==> config.mk <==
export PLATFORM = sky130hd
export DESIGN_NAME = pulse_rate_meter
export DESIGN_NICKNAME = d
export VERILOG_FILES = /design/src/hw/rtl/prm_pkg.sv /design/src/hw/rtl/prm_fifo.sv /design/src/hw/rtl/prm_front.sv /design/src/hw/rtl/prm_back.sv /design/src/hw/rtl/pulse_rate_meter.sv
export VERILOG_INCLUDE_DIRS = /design/src /design/src/hw/rtl
export SDC_FILE = /design/constraint.sdc
export NUM_CORES = 1
export LEC_CHECK = 0
export BUFFER_PORTS_ARGS = -buffer_cell sky130_fd_sc_hd__buf_4
export CAP_MARGIN = 40
export CORE_ASPECT_RATIO = 1.1
export CORE_UTILIZATION = 66
export DETAILED_ROUTE_END_ITERATION = 8
export PLACE_DENSITY = 0.86
export SYNTH_ARGS = -nofsm -noshare
export SYNTH_HDL_FRONTEND = slang
export SYNTH_SLANG_ARGS = --single-unit
==> constraint.sdc <==
create_clock -name i_clk -period 7.1 [get_ports i_clk]
set_input_delay 2.13 -clock i_clk [delete_from_list [all_inputs] [get_ports i_clk]]
set_output_delay 2.13 -clock i_clk [all_outputs]
set_load 0.02 [all_outputs]
==> src/hw/rtl/pulse_rate_meter_macros.svh <==
// Assertion macros shared by the pulse rate meter RTL.
// Depends on nothing; included by the modules that carry assertions.
`ifndef PULSE_RATE_METER_MACROS_SVH
`define PULSE_RATE_METER_MACROS_SVH

// Same-cycle implication, disabled during reset.
`define PRM_ASSERT_NOW(label, clk, rst_n, ante, cons, msg) \
    label: assert property (@(posedge clk) disable iff (!rst_n) (ante) |-> (cons)) \
        else $error(msg);

// Next-cycle implication, disabled during reset.
`define PRM_ASSERT_NEXT(label, clk, rst_n, ante, cons, msg) \
    label: assert property (@(posedge clk) disable iff (!rst_n) (ante) |=> (cons)) \
        else $error(msg);

`endif

==> src/hw/rtl/prm_pkg.sv <==
// Package for the pulse rate meter: widths, constants, item and job types.
// Depends on nothing; used by every module of the block.
package prm_pkg;

    localparam int SAMPLE_W    = 10;
    localparam int TIME_W      = 32;
    localparam int RATE_W      = 16;
    localparam int THR_W       = 10;
    localparam int CFG_IDX_W   = 1;
    localparam int DIV_CNT_W   = $clog2(RATE_W);
    localparam int QUEUE_DEPTH = 4;
    localparam int QUEUE_AW    = $clog2(QUEUE_DEPTH);
    localparam int QUEUE_CNT_W = QUEUE_AW + 1;

    localparam logic [RATE_W-1:0] RATE_NUM = 16'd60000;
    localparam logic [RATE_W-1:0] RATE_MAX = 16'd60000;
    localparam logic [THR_W-1:0]  UPPER_RESET = 10'd512;
    localparam logic [THR_W-1:0]  LOWER_RESET = 10'd100;

    localparam logic [CFG_IDX_W-1:0] REG_UPPER = 1'd0;
    localparam logic [CFG_IDX_W-1:0] REG_LOWER = 1'd1;

    typedef struct packed {
        logic [SAMPLE_W-1:0] sample;
        logic [TIME_W-1:0]   time_ms;
    } t_in;

    typedef struct packed {
        logic [RATE_W-1:0] rate_bpm;
        logic              beat;
    } t_out;

    // What the back end has to do with one item.
    typedef enum logic [1:0] {
        OP_HOLD,
        OP_SAT,
        OP_ZERO,
        OP_DIV
    } t_op;

    typedef struct packed {
        t_op               op;
        logic [RATE_W-1:0] divisor;
    } t_job;

    typedef struct packed {
        logic full;
        logic empty;
    } t_q_status;

endpackage

==> src/hw/rtl/prm_fifo.sv <==
// Short job queue between the front and back ends of the pulse rate meter.
// Depends on prm_pkg.
module prm_fifo (
    input  logic              i_clk,
    input  logic              i_rst_n,
    input  logic              i_push,
    input  prm_pkg::t_job     i_job,
    input  logic              i_pop,
    output prm_pkg::t_job     o_head,
    output prm_pkg::t_q_status o_status
);
    import prm_pkg::*;

    t_job                   r_mem [QUEUE_DEPTH];
    logic [QUEUE_AW-1:0]    r_wr_ptr;
    logic [QUEUE_AW-1:0]    r_rd_ptr;
    logic [QUEUE_CNT_W-1:0] r_cnt;
    logic                   push_ok;
    logic                   pop_ok;

    assign o_status.full  = (r_cnt == QUEUE_CNT_W'(QUEUE_DEPTH));
    assign o_status.empty = (r_cnt == '0);
    assign push_ok        = i_push && !o_status.full;
    assign pop_ok         = i_pop && !o_status.empty;
    assign o_head         = r_mem[r_rd_ptr];

    always_ff @(posedge i_clk) begin
        if (push_ok) begin
            r_mem[r_wr_ptr] <= i_job;
        end
    end

    always_ff @(posedge i_clk) begin
        if (!i_rst_n) begin
            r_wr_ptr <= '0;
            r_rd_ptr <= '0;
            r_cnt    <= '0;
        end else begin
            if (push_ok) begin
                r_wr_ptr <= r_wr_ptr + 1'b1;
            end
            if (pop_ok) begin
                r_rd_ptr <= r_rd_ptr + 1'b1;
            end
            if (push_ok && !pop_ok) begin
                r_cnt <= r_cnt + 1'b1;
            end else if (pop_ok && !push_ok) begin
                r_cnt <= r_cnt - 1'b1;
            end
        end
    end

endmodule

==> src/hw/rtl/prm_front.sv <==
// Front end of the pulse rate meter: threshold registers, hysteresis state
// and classification of each item into a job. Depends on prm_pkg and the macros.
`include "pulse_rate_meter_macros.svh"

module prm_front (
    input  logic                            i_clk,
    input  logic                            i_rst_n,
    input  logic                            i_cfg_valid,
    output logic                            o_cfg_ready,
    input  logic [prm_pkg::CFG_IDX_W-1:0]   i_cfg_index,
    input  logic [prm_pkg::THR_W-1:0]       i_cfg_data,
    input  logic                            i_in_valid,
    output logic                            o_in_stall,
    input  prm_pkg::t_in                    i_in,
    input  prm_pkg::t_q_status              i_q_status,
    output logic                            o_push,
    output prm_pkg::t_job                   o_job
);
    import prm_pkg::*;

    logic [THR_W-1:0]  r_upper;
    logic [THR_W-1:0]  r_lower;
    logic [TIME_W-1:0] r_start;
    logic              r_timing;
    logic              r_armed;

    logic              above;
    logic              below;
    logic              beat_now;
    logic [TIME_W-1:0] interval;
    logic              n_timing;
    logic              n_armed;
    logic              restart;

    assign o_cfg_ready = 1'b1;
    assign o_in_stall  = i_q_status.full;
    assign o_push      = i_in_valid && !i_q_status.full;

    assign above    = i_in.sample > r_upper;
    assign below    = i_in.sample < r_lower;
    assign beat_now = above && r_armed;
    assign interval = i_in.time_ms - r_start;

    // Upper test first, then the lower test sees the updated timing flag.
    always_comb begin
        n_timing = beat_now ? 1'b0 : r_timing;
        n_armed  = beat_now ? 1'b0 : r_armed;
        restart  = above && !n_timing;
        if (restart) begin
            n_timing = 1'b1;
        end
        if (below && n_timing) begin
            n_armed = 1'b1;
        end
    end

    always_comb begin
        o_job.divisor = interval[RATE_W-1:0];
        if (!beat_now) begin
            o_job.op = OP_HOLD;
        end else if (interval == '0) begin
            o_job.op = OP_SAT;
        end else if (interval > {{(TIME_W-RATE_W){1'b0}}, RATE_NUM}) begin
            o_job.op = OP_ZERO;
        end else begin
            o_job.op = OP_DIV;
        end
    end

    always_ff @(posedge i_clk) begin
        if (!i_rst_n) begin
            r_upper  <= UPPER_RESET;
            r_lower  <= LOWER_RESET;
            r_start  <= '0;
            r_timing <= 1'b0;
            r_armed  <= 1'b0;
        end else begin
            if (i_cfg_valid && o_cfg_ready) begin
                unique case (i_cfg_index)
                    REG_UPPER: begin
                        r_upper <= i_cfg_data;
                    end
                    REG_LOWER: begin
                        r_lower <= i_cfg_data;
                    end
                    default: begin
                    end
                endcase
            end
            if (o_push) begin
                r_timing <= n_timing;
                r_armed  <= n_armed;
                if (restart) begin
                    r_start <= i_in.time_ms;
                end
            end
        end
    end

    `PRM_ASSERT_NOW(a_armed_needs_timing, i_clk, i_rst_n, r_armed, r_timing,
        "beat armed without timing active")
    `PRM_ASSERT_NOW(a_low_sample_holds, i_clk, i_rst_n,
        o_push && (i_in.sample <= r_upper), o_job.op == OP_HOLD,
        "beat counted on a sample not above the upper threshold")
    `PRM_ASSERT_NEXT(a_beat_restarts, i_clk, i_rst_n, o_push && (o_job.op != OP_HOLD),
        r_timing && (r_start == $past(i_in.time_ms)),
        "beat did not restart timing at the item's time")

endmodule

==> src/hw/rtl/prm_back.sv <==
// Back end of the pulse rate meter: held rate, bit-serial divider and the
// output register. Depends on prm_pkg and the macros.
`include "pulse_rate_meter_macros.svh"

module prm_back (
    input  logic               i_clk,
    input  logic               i_rst_n,
    input  prm_pkg::t_job      i_head,
    input  prm_pkg::t_q_status i_q_status,
    output logic               o_pop,
    output logic               o_out_valid,
    input  logic               i_out_stall,
    output prm_pkg::t_out      o_out
);
    import prm_pkg::*;

    typedef enum logic [1:0] {
        S_IDLE,
        S_DIV,
        S_DONE
    } t_state;

    t_state               r_state;
    logic [RATE_W-1:0]    r_held;
    logic [RATE_W-1:0]    r_div;
    logic [RATE_W-1:0]    r_rem;
    logic [RATE_W-1:0]    r_quo;
    logic [DIV_CNT_W-1:0] r_cnt;
    logic                 r_out_valid;
    t_out                 r_out;

    t_state               n_state;
    logic [RATE_W-1:0]    n_held;
    logic [RATE_W-1:0]    n_div;
    logic [RATE_W-1:0]    n_rem;
    logic [RATE_W-1:0]    n_quo;
    logic [DIV_CNT_W-1:0] n_cnt;
    logic                 n_out_valid;
    t_out                 n_out;

    logic                 out_free;
    logic [RATE_W:0]      rem_sh;
    logic                 fits;

    assign out_free    = !r_out_valid || !i_out_stall;
    assign o_pop       = (r_state == S_IDLE) && !i_q_status.empty && out_free;
    assign o_out_valid = r_out_valid;
    assign o_out       = r_out;

    // One restoring step: bring down the next numerator bit, try the subtract.
    assign rem_sh = {r_rem, RATE_NUM[r_cnt]};
    assign fits   = rem_sh >= {1'b0, r_div};

    always_comb begin
        n_state     = r_state;
        n_held      = r_held;
        n_div       = r_div;
        n_rem       = r_rem;
        n_quo       = r_quo;
        n_cnt       = r_cnt;
        n_out_valid = r_out_valid && i_out_stall;
        n_out       = r_out;
        unique case (r_state)
            S_IDLE: begin
                if (o_pop) begin
                    unique case (i_head.op)
                        OP_HOLD: begin
                            n_out_valid   = 1'b1;
                            n_out.rate_bpm = r_held;
                            n_out.beat    = 1'b0;
                        end
                        OP_SAT: begin
                            n_held        = RATE_MAX;
                            n_out_valid   = 1'b1;
                            n_out.rate_bpm = RATE_MAX;
                            n_out.beat    = 1'b1;
                        end
                        OP_ZERO: begin
                            n_held        = '0;
                            n_out_valid   = 1'b1;
                            n_out.rate_bpm = '0;
                            n_out.beat    = 1'b1;
                        end
                        OP_DIV: begin
                            n_div   = i_head.divisor;
                            n_rem   = '0;
                            n_quo   = '0;
                            n_cnt   = DIV_CNT_W'(RATE_W - 1);
                            n_state = S_DIV;
                        end
                        default: begin
                        end
                    endcase
                end
            end
            S_DIV: begin
                n_rem = fits ? RATE_W'(rem_sh - {1'b0, r_div}) : rem_sh[RATE_W-1:0];
                n_quo = {r_quo[RATE_W-2:0], fits};
                n_cnt = r_cnt - 1'b1;
                if (r_cnt == '0) begin
                    n_state = S_DONE;
                end
            end
            S_DONE: begin
                if (out_free) begin
                    n_held         = r_quo;
                    n_out_valid    = 1'b1;
                    n_out.rate_bpm = r_quo;
                    n_out.beat     = 1'b1;
                    n_state        = S_IDLE;
                end
            end
            default: begin
                n_state = S_IDLE;
            end
        endcase
    end

    always_ff @(posedge i_clk) begin
        if (!i_rst_n) begin
            r_state     <= S_IDLE;
            r_held      <= '0;
            r_out_valid <= 1'b0;
        end else begin
            r_state     <= n_state;
            r_held      <= n_held;
            r_out_valid <= n_out_valid;
        end
        r_div <= n_div;
        r_rem <= n_rem;
        r_quo <= n_quo;
        r_cnt <= n_cnt;
        r_out <= n_out;
    end

    `PRM_ASSERT_NOW(a_div_range, i_clk, i_rst_n, r_state == S_DIV,
        (r_div != '0) && (r_div <= RATE_NUM), "divisor out of range during division")
    `PRM_ASSERT_NEXT(a_div_ends, i_clk, i_rst_n, (r_state == S_DIV) && (r_cnt == '0),
        r_state == S_DONE, "division did not end after the last step")
    `PRM_ASSERT_NEXT(a_hold_passes_rate, i_clk, i_rst_n, o_pop && (i_head.op == OP_HOLD),
        o_out_valid && !o_out.beat && (o_out.rate_bpm == $past(r_held)),
        "plain item did not return the held rate")

endmodule

==> src/hw/rtl/pulse_rate_meter.sv <==
// Top level of the pulse rate meter: front end, job queue and back end.
// Depends on prm_pkg, prm_front, prm_fifo and prm_back.
//
// Usage. Each input item carries one sensor sample and its millisecond
// timestamp on i_in; it is taken at a rising edge with i_in_valid high and
// o_in_stall low. Every item yields exactly one result item on o_out, the
// held rate in beats per minute and a beat flag, taken at an edge with
// o_out_valid high and i_out_stall low. Results leave in input order.
// The two thresholds are written on the configuration channel (index 0 is
// the upper threshold, index 1 the lower); o_cfg_ready is always high, and
// writes are meant for moments when no item is in flight.
// An item that completes no beat passes through the queue and the output
// register. An item that completes a beat with an interval of 1 to 60000 ms
// passes through the bit-serial divider in the back end, one quotient bit a
// cycle. Plain items stream at one a cycle unless the receiver stalls; a
// beat item holds the back end while it divides, and the front keeps filling
// the four-entry queue. When the receiver stalls, the result is held in the
// output register, the queue fills, and o_in_stall rises once it is full.
// Synchronous reset restores the thresholds to 512 and 100, clears the
// timing state and the held rate, and empties the queue and output register.
module pulse_rate_meter (
    input  logic                          i_clk,
    input  logic                          i_rst_n,
    input  logic                          i_in_valid,
    output logic                          o_in_stall,
    input  prm_pkg::t_in                  i_in,
    output logic                          o_out_valid,
    input  logic                          i_out_stall,
    output prm_pkg::t_out                 o_out,
    input  logic                          i_cfg_valid,
    output logic                          o_cfg_ready,
    input  logic [prm_pkg::CFG_IDX_W-1:0] i_cfg_index,
    input  logic [prm_pkg::THR_W-1:0]     i_cfg_data
);
    import prm_pkg::*;

    // Jobs flow from the front end into the queue, and the back end drains
    // them one at a time.
    logic      push;
    logic      pop;
    t_job      job;
    t_job      head;
    t_q_status q_status;

    // The front end applies the hysteresis test the moment an item is taken,
    // so the timing state is always current even while a division runs.
    prm_front u_front (
        .i_clk       (i_clk),
        .i_rst_n     (i_rst_n),
        .i_cfg_valid (i_cfg_valid),
        .o_cfg_ready (o_cfg_ready),
        .i_cfg_index (i_cfg_index),
        .i_cfg_data  (i_cfg_data),
        .i_in_valid  (i_in_valid),
        .o_in_stall  (o_in_stall),
        .i_in        (i_in),
        .i_q_status  (q_status),
        .o_push      (push),
        .o_job       (job)
    );

    prm_fifo u_fifo (
        .i_clk    (i_clk),
        .i_rst_n  (i_rst_n),
        .i_push   (push),
        .i_job    (job),
        .i_pop    (pop),
        .o_head   (head),
        .o_status (q_status)
    );

    // The back end owns the held rate, so results reflect beats in order.
    prm_back u_back (
        .i_clk       (i_clk),
        .i_rst_n     (i_rst_n),
        .i_head      (head),
        .i_q_status  (q_status),
        .o_pop       (pop),
        .o_out_valid (o_out_valid),
        .i_out_stall (i_out_stall),
        .o_out       (o_out)
    );

endmodule

==> Word-level counts from Yosys, hierarchy flattened <==
Memory sizes are Yosys's and may differ from the RTL's. A register that Yosys moved wholly into a read port is not among the register bits.
Index checks and enable logic that the tools add are counted.
Widths: inputs -> output; s select.
{ "word_totals": {"reg_bits": 149, "ram_bits": 72, "mem_bits_ro": 16, "in_bits": 58, "word_cells": 122, "n_memories": 2} }
{ "classes": {"add_sub_neg": 7, "n_lt_le_gt_ge": 5, "n_eq_ne": 12, "mux": 40, "n_bitwise": 1, "reduce_logical": 38} }
{ "mem_list": {"columns": ["memory", "depth", "word_bits", "rd", "rd_ports_with_merged_regs", "write_ports", "line", "rtl"], "rows": [
  ["u_fifo.r_mem", 4, 18, 1, 1, 1, "prm_fifo.sv:14", "t_job r_mem [QUEUE_DEPTH];"],
  ["(no name shown)", 16, 1, 1, 1, 0, "prm_back.sv:51", "assign rem_sh = {r_rem, RATE_NUM[r_cnt]};"]
]} }
{ "ops": {"columns": ["operator", "count"], "rows": [
  ["$pmux 16 s2", 4],
  ["$mux 16", 5],
  ["$pmux 17 s3", 1],
  ["$mux 17", 2],
  ["$pmux 17 s2", 1],
  ["$gt 32x16->1 const B", 1],
  ["$logic_not 32->1", 1],
  ["$sub 32x32->32", 1],
  ["$ge 17x16->1", 1],
  ["$mux 2", 8],
  ["$sub 16x16->16", 1],
  ["$mux 4", 3],
  ["$reduce_and 4->1", 3],
  ["$logic_and 1x1->1", 11],
  ["$mux 1", 11],
  ["$gt 10x10->1", 1],
  ["$lt 10x10->1", 1],
  ["$pmux 4 s2", 1],
  ["$reduce_and 2->1", 4],
  ["$reduce_bool 2->1", 4],
  ["$logic_not 1->1", 7],
  ["$eq 2x2->1 const B", 3],
  ["$mux 3", 2],
  ["$pmux 2 s3", 1],
  ["other kinds (19)", 25]
]} }

==> Logic depth before layout (Yosys ltp) <==
Gate-level depths: netlist (run 1).
{ "depth": {"ltp_word": 9, "ltp_mapped": 13} }

==> By module <==
Synthesis (run 1) repeated with hierarchy kept, for this count alone.
{ "hier_totals": {"hier_cells": 1131, "hier_area_um2": 12089.1} }
{ "by_module_without_submodules": {"columns": ["module", "n_inst", "cells_each", "area_each_um2"], "rows": [
  ["prm_back", 1, 437, 4609.4],
  ["prm_front", 1, 552, 4388.0],
  ["prm_fifo", 1, 142, 3091.7]
]} }

==> Worst setup path before layout (run 1) <==
No wires, ideal clock.
{ "synth_timing": {"path_type": "input port to flip-flop", "startpoint": "input port i_in[0] (netlist bit)", "endpoint": "memory u_fifo.r_mem[0][17] (netlist bit) (data pin)", "t_arrival_ps": 4764, "required_ps": 6802, "setup_slack_ps": 2038, "path_stages": 13, "n_path_buf": 0, "cell_sequence": "inv_1 ha_1 fa_1 nor2b_4 o31a_1 a221o_1 a211oi_2 nor3_1 or4_1 a21oi_1 nand4_1 nor4b_2 a41oi_1"} }
{ "synth_lines": {"columns": ["item", "line", "rtl"], "rows": [
  ["from (decl)", "pulse_rate_meter.sv:26", "input prm_pkg::t_in i_in,"],
  ["to (decl)", "prm_fifo.sv:14", null]
]} }

==> results of run 1 <==
-- path summary, 6_finish.rpt --
check | start | end | slack [ns] | depth (start not counted)
hold reg to reg | u_back.r_held[12]$_SDFFE_PN0P_ | u_back.r_held[12]$_SDFFE_PN0P_ | 0.47 | 2
setup reg to reg | u_front.r_start[6]$_SDFFE_PN0P_ | u_fifo.r_mem[3][17]$_DFFE_PP_ | 3.50 | 12
setup / recovery | i_in[0] | u_fifo.r_mem[3][17]$_DFFE_PP_ | 2.08 | 14
hold / removal | u_back.r_held[12]$_SDFFE_PN0P_ | u_back.r_held[12]$_SDFFE_PN0P_ | 0.47 | 2
-- routing by layer --
metal / vias up / routed length [um]
met4: 0 / 918
li1: 4110 / -
met1: 4043 / 10000
met2: 310 / 12700
met5: - / 0
met3: 74 / 1200
-- area by class of cell --
| cell class | instances | area [sq um] | share of cell area |
|---|---|---|---|
| flip-flops and latches | 224 | 5900 | 0.437 |
| multi-input cells | 746 | 5490 | 0.407 |
| repair buffers | 86 | 664 | 0.0492 |
| clock buffers | 27 | 611 | 0.0452 |
| inverters | 95 | 357 | 0.0264 |
| well taps | 238 | 298 | 0.0221 |
| clock inverters | 15 | 184 | 0.0136 |
-- metrics by stage --
stage	worst slack (ns)	cells	cell area (sq um)	hold slack, ns
floorplan	2.04	1112	11900	0.443
global placement	1.65	1386	12700	0.450
detailed placement	1.56	1387	12700	0.460
CTS	2.09	1429	13500	0.470
global route	1.84	1431	13500	0.493
finish	2.08	1431	13500	0.469
-- kinds of logic after synthesis --
group | count (synthesis) | share of synthesized area
AOI/OAI and AO/OA | 250 | 0.142
other | 1 | 0.000315
and+or+nand+nor | 321 | 0.138
buffers and inverters | 142 | 0.0457
adders and majority gates | 81 | 0.0869
xor gates and xnor gates | 37 | 0.0272
DFF | 224 | 0.495
muxes | 56 | 0.0660
-- worst min-delay path, stage by stage, from the launching register on --
cell      delay [ns]
dfxtp_1         0.31
nand2_1         0.05
a21boi_0        0.06
-- registers in the layout (all words and copies together) (netlist names), 2 cells and up, named ones only --
| name | cells |
|---|---|
| u_front.r_upper | 10 |
| u_back.o_out | 17 |
| u_fifo.r_mem | 72 |
| u_back.r_state | 2 |
| u_fifo.r_cnt | 3 |
| u_front.r_start | 32 |
| u_front.r_lower | 10 |
| u_back.r_rem | 16 |
| u_fifo.r_rd_ptr | 2 |
| u_fifo.r_wr_ptr | 2 |
| u_back.r_div | 16 |
| u_back.r_cnt | 4 |
| u_back.r_quo | 16 |
| u_back.r_held | 16 |
-- where the power goes --
group / total (mW) / switching, mW / internal [mW]
sequential: 1.89 / 0.127 / 1.76
clock: 1.27 / 0.506 / 0.762
combinational: 1.75 / 1.05 / 0.695
-- layout by cell type (no fill, tap or decap), types with 5 or more instances in the layout --
cell type / synthesis / layout
o211ai_1: 13 / 13
a21o_1: 24 / 24
buf_4: 3 / 83
xor2_1: 17 / 17
a21boi_0: 29 / 29
nor3_1: 19 / 19
mux4_2: 18 / 18
o21a_1: 17 / 17
and3_1: 5 / 5
mux2i_1: 37 / 37
a31oi_1: 11 / 11
ha_1: 78 / 78
edfxtp_1: 141 / 141
o31a_1: 5 / 5
a22o_1: 9 / 9
nand3_1: 19 / 19
clkbuf_16: 0 / 23
dfxtp_1: 83 / 83
nand4_1: 13 / 13
o211a_1: 8 / 8
nand2_1: 87 / 87
nor2b_1: 50 / 49
clkinv_2: 0 / 5
nor2_1: 62 / 62
nand2b_1: 10 / 10
o21ai_0: 43 / 43
inv_1: 95 / 95
xnor2_1: 20 / 20
and2_1: 32 / 32
a21oi_1: 56 / 56
==> impl_metrics.json, run 1 <==
{
  "status": "complete, no violations",
  "vias_per_cell": 5.97,
  "post_synth_num_cell_types": 69,
  "min_period_over_period": 0.707,
  "power_mw": 4.91,
  "setup_viol": 0,
  "synth.avg_cell_area_sq_um": 10.7,
  "firstDrtPassIters": 5,
  "seq_area_frac_synth": 0.495,
  "grtUsageTotal": 0.274,
  "max_stage_delay_ns": 0.48,
  "fillers": 1150,
  "final_layout_size_suffix_gt1_frac": 0.131,
  "cts_max_level": 1,
  "slew_viol_final": 0,
  "tightest_slew_ns": 0.903,
  "crit_family": "compound AO/OA/AOI/OAI gates",
  "fp.dieH_um": 143,
  "arrival_ns": 5.23,
  "syn_inst": 1112,
  "grt_pass1_wl_mm": 40.0,
  "num_antenna_cells": 0,
  "fmax_ghz": 0.199,
  "root_buffer": "clkbuf_16",
  "vias": 8537,
  "grt_max_degree": 82,
  "clk_path_buf_depth": 3,
  "final_net_count": 1315,
  "cts_sinks": 224,
  "first_iter_violations": 493,
  "setup_tns_ns": 0,
  "hold_viol_final": 0,
  "critPathBufInv": 2,
  "synth_area_leaders": "edfxtp_1 (36%), dfxtp_1 (14%), ha_1 (8.2%)",
  "p_leak_nw": 5.23,
  "crit_required_ns": 7.31,
  "synth_top_area_cell": "edfxtp_1",
  "first_global_vias": 8340,
  "antenna_left": 0,
  "worstPathMaxFanout": 6,
  "grt-ovfl-total": 0,
  "rows": 51,
  "clk_pin_slew_ns": 0.06,
  "gr-usage-met2": 0.479,
  "synth_most_common_cell": "edfxtp_1",
  "cap_violations": 0,
  "dieWidth_um": 130,
  "dieArea_sq_mm": 0.0186,
  "cts_resized": 0,
  "critPathCaptureType": "flip-flop",
  "numCtsBuffers": 23,
  "grtUsageMet3": 0.0378,
  "async_flop_share": 0,
  "max-slew-margin-rel": 0.398,
  "crit_type": "input pin to flip-flop",
  "core_area_sq_mm": 0.0177,
  "yosys_warnings": 0,
  "drc_errors": 0,
  "crit_chain": "buf_4 > inv_1 > ha_1 > fa_1 > nor2b_4 > o31a_1 > a221o_1 > a211oi_2 > nor3_1 > or4_1 > a21oi_1 > nand4_1 > nor4b_2 > a41oi_1",
  "netlist_top_cells_count": "edfxtp_1 (141), inv_1 (95), nand2_1 (87)",
  "grt.met1_usage": 0.329,
  "place.gp.congestion": 0.879,
  "initial_core_util": 0.674,
  "antenna_found_initial": 0,
  "synth_edf_count": 141,
  "io_buffers": 76,
  "routed_wl_mm": 24.9,
  "worstHoldPathType": "flip-flop to flip-flop",
  "start_kind": "input pin",
  "area_growth_pct": 13.3,
  "cp_slowest_cell": "or4_1",
  "cts_tree": "built",
  "top_usage_layer": "met2",
  "ioPinCount": 78,
  "wl_per_cell_um": 17.4,
  "rsz0062_at_grt": "no",
  "powerDensity_mw_per_mm2": 363,
  "utilization": 0.764,
  "synth_ff_type": "edfxtp_1",
  "hold_buffers": 0,
  "period_needed_ns": 5.02,
  "syn_nets": 1251,
  "synth-seq-cells": 224,
  "syn_area_sq_mm": 0.0119,
  "place_hpwl_mm": 16.9,
  "post_cts_buffers": 0,
  "ir_drop_mv": 0.247,
  "skew_ns": 0.0195,
  "synth_top_area_frac": 0.355,
  "insertion_delay_ns": 0.52
}
Power figures use the tool's default switching activity.
==> run 2, diff against run 1 <==
Settings changed: CORE_UTILIZATION 66 to 61, PLACE_DENSITY 0.86 to 0.8.
Clock period 7.1 ns to 4.9 ns, I/O delays scaled along.
==> run 2 against run 1 <==
Net effect: largest power group unchanged; cell area is 0.23% higher; largest cell class unchanged; flip-flop and latch count did not move; die area up 8.1%; sequential share of layout area decreased by 0.10 points; final cell count up 1.0%; count of clock-buffer cells in the layout up 3.
==> impl_metrics.json, run 2 (synthesis results as in run 1) <==
{
  "layout_commonest_cell": "edfxtp_1",
  "root_buffer": "clkbuf_16",
  "place_area_sq_mm": 0.0128,
  "area_growth_pct": 13.5,
  "final_cell_mix": "edfxtp_1 (141), inv_1 (95), buf_4 (89)",
  "core_area_sq_mm": 0.0191,
  "cts_tree": "built",
  "firstDrtPassIters": 5,
  "crit_family": "compound AO/OA/AOI/OAI gates",
  "vias": 8351,
  "hold_viol_final": 0,
  "ioPinCount": 78,
  "p_switching_mw": 2.36,
  "cts_max_level": 1,
  "status": "complete, no violations",
  "crit_chain": "buf_4 > inv_1 > ha_1 > fa_1 > nor2b_4 > o31a_1 > a221o_1 > a211oi_2 > nor3_1 > or4_1 > a21oi_1 > nand4_1 > nor4b_2 > a41oi_1",
  "post_cts_buffers": 0,
  "max-slew-margin-rel": 0.419,
  "tightest_slew_ns": 0.870,
  "antenna_found_initial": 0,
  "largest_reg_flops": 72,
  "worstHoldPathType": "flip-flop to flip-flop",
  "routed_wl_mm": 23.2,
  "final_net_count": 1322,
  "switching_share": 0.339,
  "io_buffers": 76,
  "grt_pass1_wl_mm": 38.3,
  "place_hpwl_mm": 16.7,
  "max_stage_delay_ns": 0.49,
  "insertion_delay_ns": 0.50,
  "period_needed_ns": 4.34,
  "utilization": 0.709,
  "pwr-share-seq": 0.396,
  "grt_max_degree": 82,
  "final_layout_size_suffix_gt1_frac": 0.135,
  "initial_core_util": 0.624,
  "critPathCaptureType": "flip-flop",
  "arrival_ns": 4.54,
  "p_comb_frac": 0.353,
  "numCtsBuffers": 23,
  "first_global_vias": 8142,
  "dp_worst_setup_slack_ns": 0.0794,
  "fp.dieH_um": 149,
  "drc_errors": 0,
  "setup_viol": 0,
  "grt-ovfl-total": 0,
  "slew_viol_final": 0,
  "wl_per_cell_um": 16.0,
  "place.gp.congestion": 0.894,
  "crit_type": "input pin to flip-flop",
  "rsz0062_at_grt": "no",
  "worstPathMaxFanout": 6,
  "dieArea_sq_mm": 0.0201,
  "finalWorstSetupSlack_ns": 0.560,
  "rows": 53,
  "min_period_over_period": 0.886,
  "hold_buffers": 0,
  "antenna_left": 0,
  "vias_per_cell": 5.78,
  "stdcell_area_sq_mm": 0.0135,
  "power.internal_mw": 4.60,
  "p_leak_nw": 5.25,
  "cap_violations": 0,
  "cp_slowest_cell": "or4_1",
  "skew_ns": 0.00925,
  "p_clk_frac": 0.251,
  "num_antenna_cells": 0,
  "crit_required_ns": 5.10,
  "first_iter_violations": 431,
  "clk_path_buf_depth": 3,
  "grtUsageTotal": 0.237,
  "dieWidth_um": 135,
  "cts_sinks": 224,
  "power_mw": 6.97,
  "powerDensity_mw_per_mm2": 515,
  "fmax_ghz": 0.230,
  "ir_drop_mv": 0.348,
  "start_kind": "input pin",
  "regMostFlops": "u_fifo.r_mem",
  "cts_resized": 0,
  "clk_pin_slew_ns": 0.06,
  "critPathBufInv": 2,
  "setup_tns_ns": 0
}
run 2: cell count changes in the layout (fill, tap and decap cells not counted), sizes merged:
cell / change
clkinv: +1
inv: -1
clkbuf: +3
buf: +7
clkinvlp: -2
bufinv: -2
run 2: worst paths after layout:
check / start / endpoint / slack [ns] / depth (start not counted)
worst min-delay path: u_front.r_upper[4]$_SDFFE_PN0P_ / u_front.r_upper[4]$_SDFFE_PN0P_ / 0.46 / 2
worst max register to register: u_front.r_start[6]$_SDFFE_PN0P_ / u_fifo.r_mem[2][17]$_DFFE_PP_ / 1.33 / 12
worst max-delay path: i_in[0] / u_fifo.r_mem[2][17]$_DFFE_PP_ / 0.56 / 14
worst min register to register: u_front.r_upper[4]$_SDFFE_PN0P_ / u_front.r_upper[4]$_SDFFE_PN0P_ / 0.46 / 2
run 2: metal layers:
layer / up-vias / global-route usage / wire length, um
met5: - / 0 / 0
met4: 0 / 0.0775 / 542
met3: 49 / 0.0297 / 1000
met2: 197 / 0.425 / 11700
met1: 3981 / 0.294 / 9930
li1: 4124 / - / -
run 2: stage by stage:
step | hold slack (ns) | instances
after floorplan | 0.443 | 1112
after global placement | 0.451 | 1401
after detailed placement | 0.458 | 1405
after CTS | 0.466 | 1446
after global routing | 0.479 | 1446
final | 0.464 | 1446
run 2: power groups by stage:
stage / clock (mW) / sequential, mW / combinational (mW)
after floorplan: 0 / 2.81 / 1.75
after global placement: 0 / 2.78 / 2.38
after detailed placement: 0 / 2.79 / 2.45
after CTS: 1.78 / 2.76 / 2.47
after global routing: 1.85 / 2.80 / 2.73
final: 1.75 / 2.76 / 2.46
run 2: layout make-up:
cell class,count,area [sq um]
multi-input cells,746,5490
repair buffers,93,717
clock buffers,30,643
fillers,1412,5570
clock inverters,11,119
well taps,247,309
inverters,95,357
flip-flops and latches,224,5900
run 2: worst register-to-register path, cell delays in order, from the launching register on:
cell and delay [ns]:
dfxtp_1 0.33, inv_1 0.04, ha_1 0.32, a21o_1 0.23
a221oi_1 0.41, o22ai_1 0.16, a211oi_2 0.33, nor3_1 0.11
or4_1 0.49, a21oi_1 0.15, nand4_1 0.15, nor4b_2 0.32
a41oi_1 0.22
==> run 3, diff against run 2 <==
Settings changed: ABC_AREA set to 1, CORE_UTILIZATION 61 to 62, PLACE_DENSITY 0.8 to 0.81.
==> run 3 against run 2 <==
Net effect: die area increased by 4.5%; synthesized cell count rose by 41%; critical endpoint is now u_back.r_held[9]$_SDFFE_PN0P_; combinational power is 30% higher; setup slack improved by 0.85 ns; largest power group is now combinational logic; the run now ends with DRC left.
==> impl_metrics.json, run 3 <==
{
  "post_cts_buffers": 0,
  "gr-usage-met2": 0.486,
  "p_leak_nw": 6.58,
  "slew_viol_final": 0,
  "synth_adder_area_share": 0.0818,
  "arrival_ns": 3.90,
  "synth_edf_count": 141,
  "synth_compound_area_frac": 0.147,
  "grt.met1_usage": 0.311,
  "num_antenna_cells": 0,
  "cp_slowest_cell": "a32oi_1",
  "yosys.area_share.simple": 0.190,
  "clk_path_buf_depth": 3,
  "dieWidth_um": 138,
  "netlist_top_cells_count": "nand2_1 (351), inv_1 (282), nor2_1 (144)",
  "cts_max_level": 1,
  "cts_resized": 0,
  "antenna_left": 0,
  "synth_ff_type": "edfxtp_1",
  "crit_required_ns": 5.31,
  "antenna_found_initial": 0,
  "routed_wl_mm": 27.5,
  "synthMuxAreaShare": 0,
  "place_hpwl_mm": 20.0,
  "setup_tns_ns": 0,
  "grtUsageMet3": 0.0359,
  "core_area_sq_mm": 0.0199,
  "period_needed_ns": 3.49,
  "worstHoldPathType": "flip-flop to flip-flop",
  "layout_commonest_cell": "nand2_1",
  "violations": "DRC",
  "ir_drop_mv": 0.297,
  "grtUsageTotal": 0.265,
  "hold_viol_final": 0,
  "fp.dieH_um": 152,
  "syn_nets": 1707,
  "cap_violations": 0,
  "crit_chain": "buf_4 > inv_1 > a21oi_1 > a32oi_1 > inv_1 > ha_1 > clkinv_1 > a21oi_4 > inv_4 > o21ai_0 > a21oi_1",
  "rows": 54,
  "place.gp.congestion": 0.959,
  "dieArea_sq_mm": 0.0210,
  "worstPathMaxFanout": 20,
  "synth-seq-cells": 224,
  "final_net_count": 1782,
  "fillers": 1599,
  "cts_sinks": 224,
  "grt-ovfl-total": 0,
  "initial_core_util": 0.635,
  "post_synth_num_cell_types": 62,
  "vias": 10300,
  "critPathCaptureType": "flip-flop",
  "syn_inst": 1568,
  "area_growth_pct": 12.4,
  "numCtsBuffers": 25,
  "yosys_warnings": 0,
  "min_period_over_period": 0.712,
  "fmax_ghz": 0.287,
  "max_stage_delay_ns": 0.54,
  "status": "finished, violations left",
  "largest_reg_flops": 72,
  "critPathBufInv": 5,
  "grt_max_degree": 76,
  "rsz0062_at_grt": "no",
  "async_flop_share": 0,
  "ioPinCount": 78,
  "final_layout_size_suffix_gt1_frac": 0.0951,
  "drc_errors": 2,
  "power_mw": 7.86,
  "seq_area_frac_synth": 0.466,
  "setup_viol": 0,
  "first_iter_violations": 526,
  "max-slew-margin-rel": 0.529,
  "syn_area_sq_mm": 0.0127,
  "start_kind": "flip-flop",
  "synth.avg_cell_area_sq_um": 8.08,
  "hold_buffers": 0,
  "vias_per_cell": 5.39,
  "tightest_slew_ns": 0.706,
  "grt_pass1_wl_mm": 45.7,
  "synth-xor-area-share": 0.0145,
  "synth_top_family_by_area": "simple AND/OR/NAND/NOR gates",
  "min-delay-start": "u_front.r_start[23]$_SDFFE_PN0P_",
  "root_buffer": "clkbuf_16",
  "regMostFlops": "u_fifo.r_mem",
  "synth_top_area_cell": "edfxtp_1",
  "skew_ns": 0.0118,
  "insertion_delay_ns": 0.54,
  "synth_top_area_frac": 0.334,
  "synth_area_leaders": "edfxtp_1 (33%), dfxtp_1 (13%), nand2_1 (10%)",
  "cts_tree": "built",
  "io_buffers": 76,
  "dp_cells": 1868,
  "synth_most_common_cell": "nand2_1",
  "final_cell_mix": "nand2_1 (351), inv_1 (282), nor2_1 (144)",
  "first_global_vias": 10000,
  "firstDrtPassIters": 7,
  "crit_type": "flip-flop to flip-flop",
  "crit_family": "compound AO/OA/AOI/OAI gates",
  "wl_per_cell_um": 14.4,
  "clk_pin_slew_ns": 0.05,
  "fin_cells": 1913,
  "top_usage_layer": "met2",
  "powerDensity_mw_per_mm2": 552
}
[run 3: cell types whose count changed in the layout (fill, tap and decap cells not counted), moves of 15 or more]
cell      previous run  this run
mux4_2              18         0
a21oi_1             56       123
o21ai_0             43       124
nand2_1             87       351
and2_1              32         3
o22ai_1              3        18
a21o_1              24         4
o21a_1              17         2
nor2_1              62       144
nand3_1             19        40
a21boi_0            29         1
inv_1               95       282
nor2b_1             49         0
mux2i_1             37         0
[run 3: metrics by stage]
step | worst slack, ns | hold WS (ns) | util | cell area (sq um)
5_1_grt | 1.17 | 0.482 | 0.714 | 14200
3_5_place_dp | 1.01 | 0.450 | 0.675 | 13500
6_report | 1.41 | 0.455 | 0.714 | 14200
2_1_floorplan | 1.32 | 0.429 | - | 12700
4_1_cts | 1.43 | 0.459 | 0.714 | 14200
3_3_place_gp | 0.999 | 0.440 | 0.675 | 13500
[run 3: area by class of cell]
cell class              count  area (sq um)  share of cell area
clock buffers              32           652              0.0458
clock inverters            13           129             0.00905
inverters                 290          1090              0.0767
multi-input cells        1015          5500               0.386
flip-flops and latches    224          5900               0.414
well taps                 252           315              0.0221
repair buffers             87           653              0.0459
[run 3: cells by family (layout without fill, tap and decap cells)]
family | after synthesis | after routing
simple gates | 584 | 584
buf+inv | 329 | 422
compound gates | 328 | 328
flops | 224 | 224
fa+ha+maj | 81 | 81
xor+xnor | 21 | 21
other cells | 1 | 1
[run 3: where the power goes]
group	internal [mW]	leakage, nW	switching [mW]	total, mW
registers	2.67	1.99	0.180	2.85
clock network	1.05	0.381	0.746	1.79
logic	1.05	4.21	2.16	3.21
total	4.77	6.58	3.09	7.86
[run 3: path summary, 6_finish.rpt]
path	depth (start not counted)	endpoint	slack, ns
max	11	u_back.r_held[9]$_SDFFE_PN0P_	1.41
min	2	u_front.r_start[23]$_SDFFE_PN0P_	0.45
max reg2reg	11	u_back.r_held[9]$_SDFFE_PN0P_	1.41
min reg2reg	2	u_front.r_start[23]$_SDFFE_PN0P_	0.45
[run 3: metal layers]
metal	part of all wire	vias up
li1	-	5282
met2	0.50	256
met5	0	-
met3	0.047	66
met1	0.41	4705
met4	0.035	0
[run 3: worst reg2reg max path: stages (launching register included)]
cell and delay [ns]:
dfxtp_1 0.30, buf_4 0.19, inv_1 0.47, a21oi_1 0.09, a32oi_1 0.54, inv_1 0.16, ha_1 0.36, clkinv_1 0.31
a21oi_4 0.50, inv_4 0.18, o21ai_0 0.22, a21oi_1 0.07
